==> src/hdl/gbn_pkg.sv <==
`timescale 1ns / 1ps
package gbn_pkg;

    // Defaults for the top-level parameters.
    localparam int MAX_BOXES_DEF   = 64;
    localparam int COORD_WIDTH_DEF = 16;

    // Fixed field widths of the channels.
    localparam int FIELD_W = 16;
    localparam int CLASS_W = 5;
    localparam int ATTR_W  = 2 * FIELD_W + CLASS_W;

    // One coordinate unit (6 fraction bits) for the inclusive size convention.
    localparam int ONE_UNIT = 64;

    // Overlap threshold after reset (0.5).
    localparam logic [FIELD_W-1:0] IOU_THR_RESET = 16'd32768;

    // Depth of the queue between the front and the back.
    localparam int QUEUE_DEPTH = 4;

    // Per-item control bits handed from the front to the back.
    typedef struct packed {
        logic store;
        logic last;
        logic ovf;
    } t_ctrl;

    localparam int CTRL_W = $bits(t_ctrl);

endpackage

==> src/hdl/gbn_box_if.sv <==
`timescale 1ns / 1ps
interface gbn_box_if;
    logic        valid;
    logic        ready;
    logic [15:0] left_x;
    logic [15:0] top_y;
    logic [15:0] right_x;
    logic [15:0] bottom_y;
    logic [15:0] box_score;
    logic [15:0] objectness;
    logic [4:0]  class_index;
    logic        last_box;

    modport source (
        output valid, left_x, top_y, right_x, bottom_y,
        output box_score, objectness, class_index, last_box,
        input  ready
    );
    modport sink (
        input  valid, left_x, top_y, right_x, bottom_y,
        input  box_score, objectness, class_index, last_box,
        output ready
    );
endinterface

==> src/hdl/gbn_front.sv <==
`timescale 1ns / 1ps
module gbn_front #(
    parameter int MAX_BOXES   = gbn_pkg::MAX_BOXES_DEF,
    parameter int COORD_WIDTH = gbn_pkg::COORD_WIDTH_DEF,
    parameter int ENTRY_W     = 8
) (
    input  logic               i_clk,
    input  logic               i_rst_n,
    gbn_box_if.sink            i_box,
    input  logic               i_q_full,
    output logic               o_q_push,
    output logic [ENTRY_W-1:0] o_q_entry
);
    import gbn_pkg::*;

    localparam int IW   = $clog2(MAX_BOXES);
    localparam int CNTW = $clog2(MAX_BOXES + 1);

    logic [CNTW-1:0]        r_count;
    logic                   r_ovf;
    logic [CNTW-1:0]        n_count;
    logic                   n_ovf;
    logic                   drop;
    logic [CNTW-1:0]        stored_n;
    t_ctrl                  ctrl;
    logic [31:0]            z_l;
    logic [31:0]            z_t;
    logic [31:0]            z_r;
    logic [31:0]            z_b;
    logic [COORD_WIDTH-1:0] c_l;
    logic [COORD_WIDTH-1:0] c_t;
    logic [COORD_WIDTH-1:0] c_r;
    logic [COORD_WIDTH-1:0] c_b;

    // Take the low coordinate bits; wider settings see the field zero-extended.
    assign z_l = {16'b0, i_box.left_x};
    assign z_t = {16'b0, i_box.top_y};
    assign z_r = {16'b0, i_box.right_x};
    assign z_b = {16'b0, i_box.bottom_y};
    assign c_l = z_l[COORD_WIDTH-1:0];
    assign c_t = z_t[COORD_WIDTH-1:0];
    assign c_r = z_r[COORD_WIDTH-1:0];
    assign c_b = z_b[COORD_WIDTH-1:0];

    // Classify the box: stored, or dropped beyond capacity.
    always_comb begin
        drop       = (r_count == CNTW'(MAX_BOXES));
        stored_n   = drop ? r_count : r_count + 1'b1;
        ctrl.store = !drop;
        ctrl.last  = i_box.last_box;
        ctrl.ovf   = r_ovf || drop;
        if (i_box.last_box) begin
            n_count = '0;
            n_ovf   = 1'b0;
        end else begin
            n_count = stored_n;
            n_ovf   = r_ovf || drop;
        end
    end

    assign i_box.ready = !i_q_full;
    assign o_q_push    = i_box.valid && !i_q_full;
    assign o_q_entry   = {c_l, c_t, c_r, c_b, i_box.box_score, i_box.objectness,
                          i_box.class_index, r_count[IW-1:0], stored_n, ctrl};

    // List position and overflow flag.
    always_ff @(posedge i_clk) begin
        if (!i_rst_n) begin
            r_count <= '0;
            r_ovf   <= 1'b0;
        end else if (o_q_push) begin
            r_count <= n_count;
            r_ovf   <= n_ovf;
        end
    end
endmodule

==> src/flat_wrapper.sv <==
// flat-port wrapper written by rule: the top's interface ports become plain ports
module gbn_front_flat import gbn_pkg::*;
#(
    parameter int MAX_BOXES   = gbn_pkg::MAX_BOXES_DEF,
    parameter int COORD_WIDTH = gbn_pkg::COORD_WIDTH_DEF,
    parameter int ENTRY_W     = 8
)
  (i_clk, i_rst_n, i_q_full, o_q_push, o_q_entry, i_box_valid, i_box_left_x, i_box_top_y, i_box_right_x, i_box_bottom_y, i_box_box_score, i_box_objectness, i_box_class_index, i_box_last_box, i_box_ready);
  gbn_box_if i_box_i ();
  input  logic i_clk;
  input  logic i_rst_n;
  input  logic i_q_full;
  output logic o_q_push;
  output logic [ENTRY_W-1:0] o_q_entry;
  input wire logic [$bits(i_box_i.valid)-1:0] i_box_valid;
  input wire logic [$bits(i_box_i.left_x)-1:0] i_box_left_x;
  input wire logic [$bits(i_box_i.top_y)-1:0] i_box_top_y;
  input wire logic [$bits(i_box_i.right_x)-1:0] i_box_right_x;
  input wire logic [$bits(i_box_i.bottom_y)-1:0] i_box_bottom_y;
  input wire logic [$bits(i_box_i.box_score)-1:0] i_box_box_score;
  input wire logic [$bits(i_box_i.objectness)-1:0] i_box_objectness;
  input wire logic [$bits(i_box_i.class_index)-1:0] i_box_class_index;
  input wire logic [$bits(i_box_i.last_box)-1:0] i_box_last_box;
  output wire logic [$bits(i_box_i.ready)-1:0] i_box_ready;
  assign i_box_i.valid = i_box_valid;
  assign i_box_i.left_x = i_box_left_x;
  assign i_box_i.top_y = i_box_top_y;
  assign i_box_i.right_x = i_box_right_x;
  assign i_box_i.bottom_y = i_box_bottom_y;
  assign i_box_i.box_score = i_box_box_score;
  assign i_box_i.objectness = i_box_objectness;
  assign i_box_i.class_index = i_box_class_index;
  assign i_box_i.last_box = i_box_last_box;
  assign i_box_ready = i_box_i.ready;
  gbn_front #(.MAX_BOXES(MAX_BOXES), .COORD_WIDTH(COORD_WIDTH), .ENTRY_W(ENTRY_W)) u_core (.i_clk(i_clk), .i_rst_n(i_rst_n), .i_box(i_box_i), .i_q_full(i_q_full), .o_q_push(o_q_push), .o_q_entry(o_q_entry));
endmodule
==> config.mk <==
export PLATFORM = sky130hd
export DESIGN_NAME = gbn_front_flat
export DESIGN_NICKNAME = d
export VERILOG_FILES = /design/src/hdl/gbn_pkg.sv /design/src/hdl/gbn_box_if.sv /design/src/hdl/gbn_front.sv /design/src/flat_wrapper.sv
export SDC_FILE = /design/constraint.sdc
export NUM_CORES = 1
export LEC_CHECK = 0
export BUFFER_PORTS_ARGS = -buffer_cell sky130_fd_sc_hd__buf_2
export CORE_ASPECT_RATIO = 1.1
export CORE_MARGIN = 8
export CORE_UTILIZATION = 23
export DETAILED_ROUTE_END_ITERATION = 7
export PLACE_DENSITY = 0.9
export SETUP_SLACK_MARGIN = 0.2
export SLEW_MARGIN = 20
export SYNTH_ARGS = -nofsm -noshare
export SYNTH_HDL_FRONTEND = slang
export SYNTH_SLANG_ARGS = --single-unit
==> constraint.sdc <==
create_clock -name i_clk -period 2.2 [get_ports i_clk]
set_input_delay 0.11 -clock i_clk [delete_from_list [all_inputs] [get_ports i_clk]]
set_output_delay 0.11 -clock i_clk [all_outputs]
set_load 0.005 [all_outputs]
==> flow_summary_export.csv <==
group,metric,value,unit
run_status,status,"finished, final reports clean",
setup_path,path_class,"register to primary output",
setup_path,slowest_stage,"or4b_4",
min_path,hold_class,"input pin to register",
route,wl,1.368,mm
die,die-height,66.61,um
synthesis,synth_compound_gate_area_share,18.69,%
synthesis,ys_warn_count,0,
placed_design,placed_area,609.3,um2
synthesis,syn_inst,65,
synthesis,avgSynthCellArea,8.239,um2
synthesis,synth_nets,173,
cells_and_area,fin_nets,188,
sta,fmax,534.8,MHz
sta,worstMarginPinSlew,0.3195,ns
setup_path,critPathMaxFanout,6,
synthesis,ys_seq_area_share,29.91,%
power,vdd_drop_max,0.2145,mV
job,cap_violations,0,
synthesis,yosys.area_share.simple,32.01,%
sta,period_needed,1.870,ns
die,floorplan.initialDensity,24.02,%
clock_network,cts_tree,"yes",
clock_network,cts_root_buf,"clkbuf_4",
setup_path,crit_buf_inv,1,
synthesis,ys_seq_elements,8,
cells_and_area,mostFrequentLayoutCells,"buf_2 (14), dfxtp_1 (8), inv_1 (5), a21oi_1 (4), nand2_1 (4)",
synthesis,synthAdderAreaFrac,4.673,%
route,drc,0,
synthesis,muxShareOfSynthArea,0,%
setup_path,critPathArrivalTime,1.76,ns
clock_network,clock_path_buffers,2,
die,die-area,4130,um2
sta,finalCritPeriodShare,84.99,%
die,die_w,62.01,um
route,wl_per_cell,12.67,um
placed_design,hpwl,1.063,mm
setup_path,crit_required,2.09,ns
route,postRouteAntennaNets,0,
clock_network,htree_levels,1,
clock_network,clk_pin_slew,0.05,ns
route,drt_pass1_iterations,4,
route,via_count,532,
clock_network,clkLatencyLatePin,0.26,ns
synthesis,netlist-cell-type-count,30,
die,num_rows,18,
power,clkPwrFrac,38.9,%
power,switchingPower,0.00007211,W
grt,grt_pass1_wl,2.304,mm
synthesis,synth_xor_area_share,4.907,%
sta,finalHoldViolCount,0,
synthesis,synth_top_family_by_area,"simple AND/OR/NAND/NOR gates",
route,drt_iter0_drc,14,
setup_path,critPathCaptureType,"primary output",
sta,maxSlewViolCount,0,
clock_network,cts-resized-gates,0,
cells_and_area,design_area,631.9,um2
grt,grt_pass1_vias,536,
die,design.core.area,2230,um2
sta,finalSetupViolations,0,
setup_path,path_delay_family,"simple AND/OR/NAND/NOR gates",
cells_and_area,drive_gt1_share,24.36,%
cells_and_area,final_common_cell,"buf_2",
power,switching_share,24.58,%
cells_and_area,diodes,0,
die,io_pins,116,
setup_path,max_stage_delay,0.57,ns
clock_network,numCtsBuffers,3,
setup_path,worstPathCellList,"or4b_4 -> or2_1 -> xnor2_1 -> buf_2",
placed_design,place_congestion,0.8696,
sta,fin_skew,0.003065,ns
clock_network,cts_sinks,8,
power,p_leak,0.2734,nW
grt,antenna_found_initial,0,
clock_network,post_cts_buffers,0,
power,seqPwrFrac,50.4,%
grt,gr-total-overflow,0,
sta,rsz0062_at_grt,"false",
power,power,0.0002933,W
power,power.internal,0.0002212,W
setup_path,startpoint_type,"register",
synthesis,syn_area,535.5,um2
power,power_frac_comb,10.8,%
grt,grt_max_degree,11,
grt,grt_use_total,7.303,%
cells_and_area,area_delta_synth_final,17.99,%
sta,max-slew-margin-rel,78.43,%
power,powerDensity,464.2,nW/um2
route,vias_per_cell,4.926,
sta,finalSetupTns,0,ns
placed_design,port_buffers,14,
clock_network,hold_buffers,0,
-- cell type report --
| type | count | area (um2) |
|---|---|---|
| inverter | 5 | 18.77 |
| clock buffer | 3 | 22.52 |
| multi-input combinational | 48 | 322.8 |
| fill | 242 | 1598 |
| timing repair buffer | 14 | 70.07 |
| tap | 30 | 37.54 |
| sequential | 8 | 160.2 |
-- power groups by stage --
stage / registers, W / logic [W] / clock network [W]
floorplan: 0.000150 / 0.0000204 / 0
global placement: 0.000151 / 0.0000304 / 0
detailed placement: 0.000151 / 0.0000317 / 0
CTS: 0.000148 / 0.0000320 / 0.000119
global route: 0.000148 / 0.0000356 / 0.000127
finish: 0.000148 / 0.0000316 / 0.000114
-- routing by layer --
layer  part of all wire (%)  wire length [um]  GRT usage [%]  up-vias
li1                       -                 -              -      258
met4                    2.0                27          3.989        0
met5                      0                 0              0        -
met2                     43               591          10.48       16
met1                     47               637          8.952      255
met3                    8.1               111          2.890        3
-- worst reg2reg max path: cells and delay by family, from the launching register on --
kind            cells  cell delay [ns]
simple gates        2             0.87
flops               1             0.35
compound gates      1             0.28
-- sequential cells by signal, indices dropped and copies added, names as in the netlist --
name            flops
u_core.r_count      7
u_core.r_ovf        1
-- worst paths after layout --
path / from / to / slack (ns) / depth (start not counted)
worst max-delay path: u_core.r_count[3] / o_q_entry[3] / 0.33 / 4
worst min-delay path: i_rst_n / u_core.r_ovf / 0.14 / 2
worst max register to register: u_core.r_count[3] / u_core.r_count[0] / 0.58 / 3
worst min register to register: u_core.r_ovf / u_core.r_ovf / 0.51 / 1
-- cells by family (layout without fill, tap and decap cells) --
logic type      count (synthesis)  in the layout
compound gates                 15             15
buf+inv                         9             22
xor+xnor                        3              3
simple gates                   28             28
flops                           8              8
fa+ha+maj                       2              2
-- synthesized netlist by cell type --
cell type	number	area, um2
inv_1	5	18.77
o211a_1	1	10.01
nor3_1	3	15.01
or3_1	1	6.260
nand2b_1	3	18.77
a211o_1	1	8.760
nand3_1	3	15.01
nand3b_1	2	15.01
o21a_1	1	7.510
or3b_4	1	11.26
or2_1	1	6.260
a32o_1	1	10.01
clkbuf_1	1	3.750
buf_6	2	22.52
o211ai_1	1	7.510
nor2b_1	3	18.77
a21oi_1	4	20.02
ha_1	2	25.02
or4_1	2	15.01
or4b_4	1	13.76
xnor2_1	3	26.28
nor4_1	1	6.260
o21ai_0	3	15.01
nor2_1	2	7.510
o311ai_0	1	8.760
buf_4	1	7.510
nand2_1	4	15.01
nor3b_1	1	7.510
dfxtp_1	8	160.2
a31oi_1	2	12.51
-- stage by stage --
stage	hold WS (ns)	utilization (%)	worst slack, ns	instances
floorplan	0.2434	-	0.6185	65
global placement	0.3941	27.33	0.6168	105
detailed placement	0.4023	27.33	0.5916	105
CTS	0.1283	28.34	0.3189	108
global route	0.1371	28.34	0.2662	108
finish	0.1355	28.34	0.3302	108
(Power assumes the default switching activity.)
