===== src/hdl/gbn_pkg.sv =====
`timescale 1ns / 1ps
package gbn_pkg;

    // Defaults for the top-level parameters.
    localparam int MAX_BOXES_DEF   = 64;
    localparam int COORD_WIDTH_DEF = 16;

    // Fixed field widths of the channels.
    localparam int FIELD_W = 16;
    localparam int CLASS_W = 5;
    localparam int ATTR_W  = 2 * FIELD_W + CLASS_W;

    // One coordinate unit (6 fraction bits) for the inclusive size convention.
    localparam int ONE_UNIT = 64;

    // Overlap threshold after reset (0.5).
    localparam logic [FIELD_W-1:0] IOU_THR_RESET = 16'd32768;

    // Depth of the queue between the front and the back.
    localparam int QUEUE_DEPTH = 4;

    // Per-item control bits handed from the front to the back.
    typedef struct packed {
        logic store;
        logic last;
        logic ovf;
    } t_ctrl;

    localparam int CTRL_W = $bits(t_ctrl);

endpackage


===== src/hdl/gbn_queue.sv =====
`timescale 1ns / 1ps
module gbn_queue #(
    parameter int WIDTH = 8
) (
    input  logic             i_clk,
    input  logic             i_rst_n,
    input  logic             i_push,
    input  logic [WIDTH-1:0] i_data,
    output logic             o_full,
    input  logic             i_pop,
    output logic             o_valid,
    output logic [WIDTH-1:0] o_data
);
    import gbn_pkg::*;

    localparam int PW = $clog2(QUEUE_DEPTH);
    localparam int CW = $clog2(QUEUE_DEPTH + 1);

    logic [WIDTH-1:0] r_slot [QUEUE_DEPTH];
    logic [PW-1:0]    r_wr_ptr;
    logic [PW-1:0]    r_rd_ptr;
    logic [CW-1:0]    r_count;
    logic             do_push;
    logic             do_pop;

    assign o_full  = (r_count == CW'(QUEUE_DEPTH));
    assign o_valid = (r_count != '0);
    assign o_data  = r_slot[r_rd_ptr];
    assign do_push = i_push && !o_full;
    assign do_pop  = i_pop && o_valid;

    // Pointers and fill count.
    always_ff @(posedge i_clk) begin
        if (!i_rst_n) begin
            r_wr_ptr <= '0;
            r_rd_ptr <= '0;
            r_count  <= '0;
        end else begin
            if (do_push) begin
                r_wr_ptr <= (r_wr_ptr == PW'(QUEUE_DEPTH - 1)) ? '0 : r_wr_ptr + 1'b1;
            end
            if (do_pop) begin
                r_rd_ptr <= (r_rd_ptr == PW'(QUEUE_DEPTH - 1)) ? '0 : r_rd_ptr + 1'b1;
            end
            if (do_push && !do_pop) begin
                r_count <= r_count + 1'b1;
            end else if (do_pop && !do_push) begin
                r_count <= r_count - 1'b1;
            end
        end
    end

    // Entry storage.
    always_ff @(posedge i_clk) begin
        if (do_push) begin
            r_slot[r_wr_ptr] <= i_data;
        end
    end
endmodule


===== config.mk =====
export PLATFORM = sky130hd
export DESIGN_NAME = gbn_queue
export DESIGN_NICKNAME = d
export VERILOG_FILES = /design/src/hdl/gbn_pkg.sv /design/src/hdl/gbn_queue.sv
export SDC_FILE = /design/constraint.sdc
export NUM_CORES = 1
export LEC_CHECK = 0
export BUFFER_PORTS_ARGS = -buffer_cell sky130_fd_sc_hd__buf_2
export CORE_AREA = 10 10 85 87
export CTS_BUF_LIST = sky130_fd_sc_hd__clkbuf_8
export DETAILED_ROUTE_END_ITERATION = 10
export DIE_AREA = 0 0 95 97
export GPL_TIMING_DRIVEN = 0
export PLACE_DENSITY = 0.49
export SYNTH_ARGS = -nofsm -noshare
export SYNTH_HDL_FRONTEND = slang
export SYNTH_SLANG_ARGS = --single-unit

===== constraint.sdc =====
create_clock -name i_clk -period 2.6 [get_ports i_clk]
set_clock_uncertainty 0.1 [all_clocks]
set_input_delay 0.52 -clock i_clk [delete_from_list [all_inputs] [get_ports i_clk]]
set_output_delay 0.52 -clock i_clk [all_outputs]
set_load 0.01 [all_outputs]

==> impl_results.md, run 1 <==
- Status: finished, final reports clean
- Post-CTS Setup Repair Bufs: 0
- DP Area: 1830 um2
- Nets: 140
- Clock-pin slew on the worst setup and hold paths: 0.08 ns
- Top cells by count, synth: edfxtp_1, dfxtp_1, mux4_2
- Mux contribution to synthesized area: 12.9%
- Fin Setup TNS: 0 ns
- Relative slew margins: 64.8%
- Post-Syn Area: 1630 um2
- Global placement routability congestion: 0.604
- Setup crit end kind: flip-flop
- Post-Route WL: 2970 um
- Crit path max-delay family: adder cells
- Max stage delay on crit path: 0.42 ns
- Die width: 95 um
- RSZ-0062 raised after global routing: no
- CTS sink count: 41
- Critical path origin: r_count[1]
- Ys async rst share: 0%
- Skew-Pair Late Insertion Delay: 0.29 ns
- Total GRT Usage: 7.11%
- Fin. max-slew vios: 0
- Post-synth EDFFs: 32
- Crit start category: flip-flop
- Starting Density: 29.8%
- Crit Path Class: reg2reg
- Fillers: 561
- # rows: 27
- CTS HTree Levels: 2
- Bufs on Longest Clock Path: 2
- Count of final setup violators: 0
- Post-synthesis simple-gate area fraction: 6.74%
- Top FF cell, synth: edfxtp_1
- Syn avg cell area: 17.6 um2
- Hold crit path type: in2reg
- First-pass GRT wire length: 4910 um
- Routed Antenna Nets: 0
- Crit path buf inv count: 1
- Via count: 864
- Final Hold Viols: 0
- Setup ws final: 0.303 ns
- CTS root buf: clkbuf_8
- Area contributors post-synth: edfxtp_1, dfxtp_1, mux4_2
- Detail-routed net length per standard cell: 15.3 um
- Number of global-route vias before repair: 940
- Layout cell share with drive strength beyond 1: 33.6%
- Final Instance Area: 1940 um2
- Worst Hold Launch: i_data[3]
- PortBufs: 21
- WP data required: 2.72 ns
- Die area: 9220 um2
- GRT Residual Overflow: 0
- Layout Area Growth over Synthesis: 19.0%
- Slowest CP cell: o31ai_2
- Post-Synthesis Cells: 93
- Largest net degree at the start of global routing: 14
- Crit path DAT: 2.42 ns
- Sequential area share after synthesis: 69.9%
- Compound-Gate Fraction of Synth Area: 1.84%
- Period Utilization, post-route: 88.3%
- Total CTS buffers: 5
- HPWL Detailed: 2100 um
- Chip height: 97 um
- Post-cts sizing count: 0
- FMAX: 435 MHz
- Most numerous cell in the Yosys netlist: edfxtp_1
- Synth area leader: edfxtp_1
- Netlist cell types: 23
- Ports: 22
- Crit path max fanout: 5
- # diodes: 0
- Adder-cell share of the synthesized area: 5.82%
- Post-CTS Hold Fix Bufs: 0
- Max Cap Viol: 0
- Via density: 4.45
- Yosys warns: 0
- Place WS: 0.105 ns
- DRT Pass-1 Iters: 4
- Worst vdd ir: 0.000336 V
- Core area: 5470 um2
- DRC: 0
- Share of Yosys cell area claimed by the top area cell type: 58.9%
- Register bit total from synthesis: 41
- Pleak: 0.697 nW
- DR iter-0 viols: 45
- Reg2reg start: r_count[1]
- TritonCTS clock tree: done
- Worst-Margin Slew: 0.528 ns
- Final critical-path required period: 2.30 ns
- Final Core Density: 35.5%
- Power per Cell Area: 944 nW/um2
- Initial antenna violation count: 0
- Xor/xnor share of the synthesized area: 1.07%
- Mapped Nets: 112
- Largest family of logic cells by synthesized area: multiplexers
- Critical Path, Cell by Cell: o31ai_2 -> ha_1 -> inv_1 -> fa_1 -> xor2_1 -> or3_1 -> a21boi_0
==> layer usage <==
| metal | track usage [%] | share of wire [%] |
|---|---|---|
| met1 | 7.69 | 41 |
| met5 | 0 | 0 |
| met4 | 3.09 | 1.7 |
| met2 | 11.2 | 49 |
| met3 | 3.70 | 8.9 |
==> stage by stage <==
step | power [mW] | hold WS, ns | cells
3_3_place_gp | 1.34 | 0.386 | 186
6_report | 1.83 | 0.343 | 194
3_5_place_dp | 1.36 | 0.401 | 186
4_1_cts | 1.87 | 0.334 | 194
2_1_floorplan | 1.19 | 0.368 | 93
5_1_grt | 1.96 | 0.335 | 194
==> flip-flops by register name, summed over array words and instances, names as in the netlist, named ones only <==
signal,flops
r_slot,32
r_count,3
r_rd_ptr,2
r_wr_ptr,2
==> logic make-up after synthesis <==
kind of cell | after synthesis
compound gates | 5
fa+ha+maj | 7
mux | 11
xor+xnor | 2
flops | 41
buf+inv | 7
simple gates | 20
==> area by class of cell <==
type                       count  area, um2  area share [%]
buffer                         4       17.5           0.901
clock buffer                   5       68.8            3.54
clock inverter                 3       41.3            2.12
inverter                       3       11.3           0.580
multi-input combinational     45        468            24.1
sequential                    41       1140            58.7
tap                           72       90.1            4.64
timing repair buffer          21        105            5.41
==> final timing paths <==
check | endpoint | slack [ns] | cells after the start
max | r_count[2] | 0.30 | 7
min | r_slot[2][3] | 0.34 | 1
max reg2reg | r_count[2] | 0.30 | 7
min reg2reg | r_wr_ptr[1] | 0.41 | 2
==> where the power goes <==
group / leakage (nW) / switching, mW / total (mW) / internal [mW]
logic: 0.278 / 0.239 / 0.472 / 0.233
registers: 0.367 / 0.0514 / 0.858 / 0.806
clock network: 0.0518 / 0.222 / 0.504 / 0.283
total: 0.697 / 0.512 / 1.83 / 1.32
==> layout by cell type, fill, tap and decap left out <==
master / count
buf_2: 23
nor3b_2: 1
mux2i_1: 3
or3_2: 1
clkbuf_8: 5
xnor2_1: 1
nor2b_1: 2
o31ai_2: 1
mux4_2: 8
dfxtp_1: 9
nor2_1: 2
or3_1: 1
a21boi_0: 1
o21ai_0: 3
and2_1: 5
inv_1: 3
buf_1: 1
ha_1: 6
fa_1: 1
xor2_1: 1
clkinv_1: 1
clkbuf_1: 1
clkinvlp_4: 1
nand2_1: 6
nand3_1: 2
edfxtp_1: 32
bufinv_16: 1
(Power assumes the default switching activity.)
==> run 2, diff against run 1 <==
--- a/config.mk
+++ b/config.mk
@@ -12,6 +12,7 @@
 export DIE_AREA = 0 0 95 97
 export GPL_TIMING_DRIVEN = 0
 export PLACE_DENSITY = 0.49
+export RECOVER_POWER = 100
 export SYNTH_ARGS = -nofsm -noshare
 export SYNTH_HDL_FRONTEND = slang
 export SYNTH_SLANG_ARGS = --single-unit
==> impl_results.md, run 2 (same netlist as run 1, synthesis figures left out) <==
- Grt met1 use: 7.69%
- Sequential power share: 47.2%
- Total GRT Usage: 7.11%
- Post-Route WL: 2960 um
- Largest regs: r_slot (32), r_count (3)
- Setup ws final: 0.308 ns
- Final Core Density: 35.0%
- Ports: 22
- Crit path max fanout: 5
- Reg with most FFs: r_slot
- PortBufs: 21
- Routed Antenna Nets: 0
- Grt peak-use layer: met2
- First-pass GRT wire length: 4910 um
- Chip height: 97 um
- WP data required: 2.72 ns
- # rows: 27
- HPWL Detailed: 2100 um
- Die width: 95 um
- Layout cell share with drive strength beyond 1: 18.9%
- Clock-pin slew on the worst setup and hold paths: 0.08 ns
- Initial antenna violation count: 0
- Switching Share: 28.3%
- GR met2 Demand/Resource: 11.2%
- Post-Layout Cell Count: 194
- Clock power share: 27.8%
- Crit start category: flip-flop
- Max Cap Viol: 0
- GR Util met3: 3.70%
- Setup crit end kind: flip-flop
- DR iter-0 viols: 44
- Critical Path, Cell by Cell: o31ai_2 -> ha_1 -> inv_1 -> fa_1 -> xor2_1 -> or3_1 -> a21boi_0
- Crit path DAT: 2.41 ns
- Hold crit path type: in2reg
- Count of final setup violators: 0
- Hold_ws: 0.389 ns
- Status: finished, final reports clean
- Fin. max-slew vios: 0
- Skew-Pair Late Insertion Delay: 0.29 ns
- Power per Cell Area: 946 nW/um2
- Dpl cells: 186
- Core area: 5470 um2
- Via count: 852
- Place WS: 0.105 ns
- GRT Residual Overflow: 0
- Die area: 9220 um2
- TritonCTS clock tree: done
- Via density: 4.39
- Largest net degree at the start of global routing: 14
- Pleak: 0.641 nW
- CTS HTree Levels: 2
- Starting Density: 29.8%
- Period Utilization, post-route: 88.2%
- Combinational share of power: 25.0%
- Max reg flops: 32
- Layout Area Growth over Synthesis: 17.4%
- Commonest cells after routing, fill and taps aside: edfxtp_1, clkbuf_1, dfxtp_1
- Number of global-route vias before repair: 940
- Sw Pwr: 0.513 mW
- RSZ-0062 raised after global routing: no
- FMAX: 436 MHz
- Relative slew margins: 55.9%
- Final critical-path required period: 2.29 ns
- Internal Power: 1.30 mW
- Worst-Margin Slew: 0.661 ns
- DRT Pass-1 Iters: 4
- Total power: 1.81 mW
- Global placement routability congestion: 0.604
- Max stage delay on crit path: 0.42 ns
- Final Hold Viols: 0
- Commonest non-fill, non-tap cell in the layout: edfxtp_1
- CTS sink count: 41
- DP Area: 1830 um2
- DRC: 0
- Fin Setup TNS: 0 ns
- CTS root buf: clkbuf_8
- Nets: 140
- # diodes: 0
- Crit Path Class: reg2reg
- Final Instance Area: 1920 um2
- Slowest CP cell: o31ai_2
- Worst vdd ir: 0.000327 V
- Bufs on Longest Clock Path: 2
- Total CTS buffers: 5
- Detail-routed net length per standard cell: 15.2 um
run 2: cell count changes in the layout (fill, tap and decap cells not counted):
cell      change
clkbuf_1     +17
nor3b_2       -1
nor3b_1       +1
buf_2        -18
and2_1        -5
clkbuf_2      +1
and2_0        +5
run 2: final timing paths:
path | depth (start not counted) | startpoint | to | slack, ns
setup / recovery | 7 | r_count[1] | r_count[2] | 0.31
hold / removal | 1 | i_data[2] | r_slot[1][2] | 0.39
setup reg to reg | 7 | r_count[1] | r_count[2] | 0.31
hold reg to reg | 2 | r_wr_ptr[1] | r_wr_ptr[1] | 0.41
run 2: repair_timing:
item,4_1_cts,5_1_grt
buffers inserted,0,0
hold buffers,0,0
endpoints found under the setup margin,0,1
gates resized for setup,0,1
run 2: layout make-up:
class / instances / area [um2]
fill: 570 / 3560
sequential: 41 / 1140
multi-input combinational: 45 / 463
tap: 72 / 90.1
timing repair buffer: 21 / 83.8
clock buffer: 5 / 68.8
clock inverter: 3 / 41.3
buffer: 4 / 17.5
inverter: 3 / 11.3
run 2: power by group through the flow:
| stage | logic (mW) | registers [mW] | clock network, mW |
|---|---|---|---|
| floorplan | 0.336 | 0.858 | 0 |
| global placement | 0.471 | 0.865 | 0 |
| detailed placement | 0.485 | 0.873 | 0 |
| CTS | 0.488 | 0.857 | 0.522 |
| global route | 0.518 | 0.871 | 0.552 |
| finish | 0.453 | 0.857 | 0.504 |
run 2: worst max-delay path: cells and delay by family (launching register included):
kind / cells / cell delay [ns]
XOR/XNOR: 1 / 0.16
AO/OA/AOI/OAI: 2 / 0.60
adder cells (fa/ha/maj): 2 / 0.63
buffers and inverters: 1 / 0.06
flip-flops: 1 / 0.37
AND/OR/NAND/NOR: 1 / 0.29
run 2: routing by layer:
layer  up-vias  part of all wire [%]
li1        403                     -
met1       423                    41
met2        21                    49
met3         5                   7.7
met4         0                   1.9
met5         -                     0
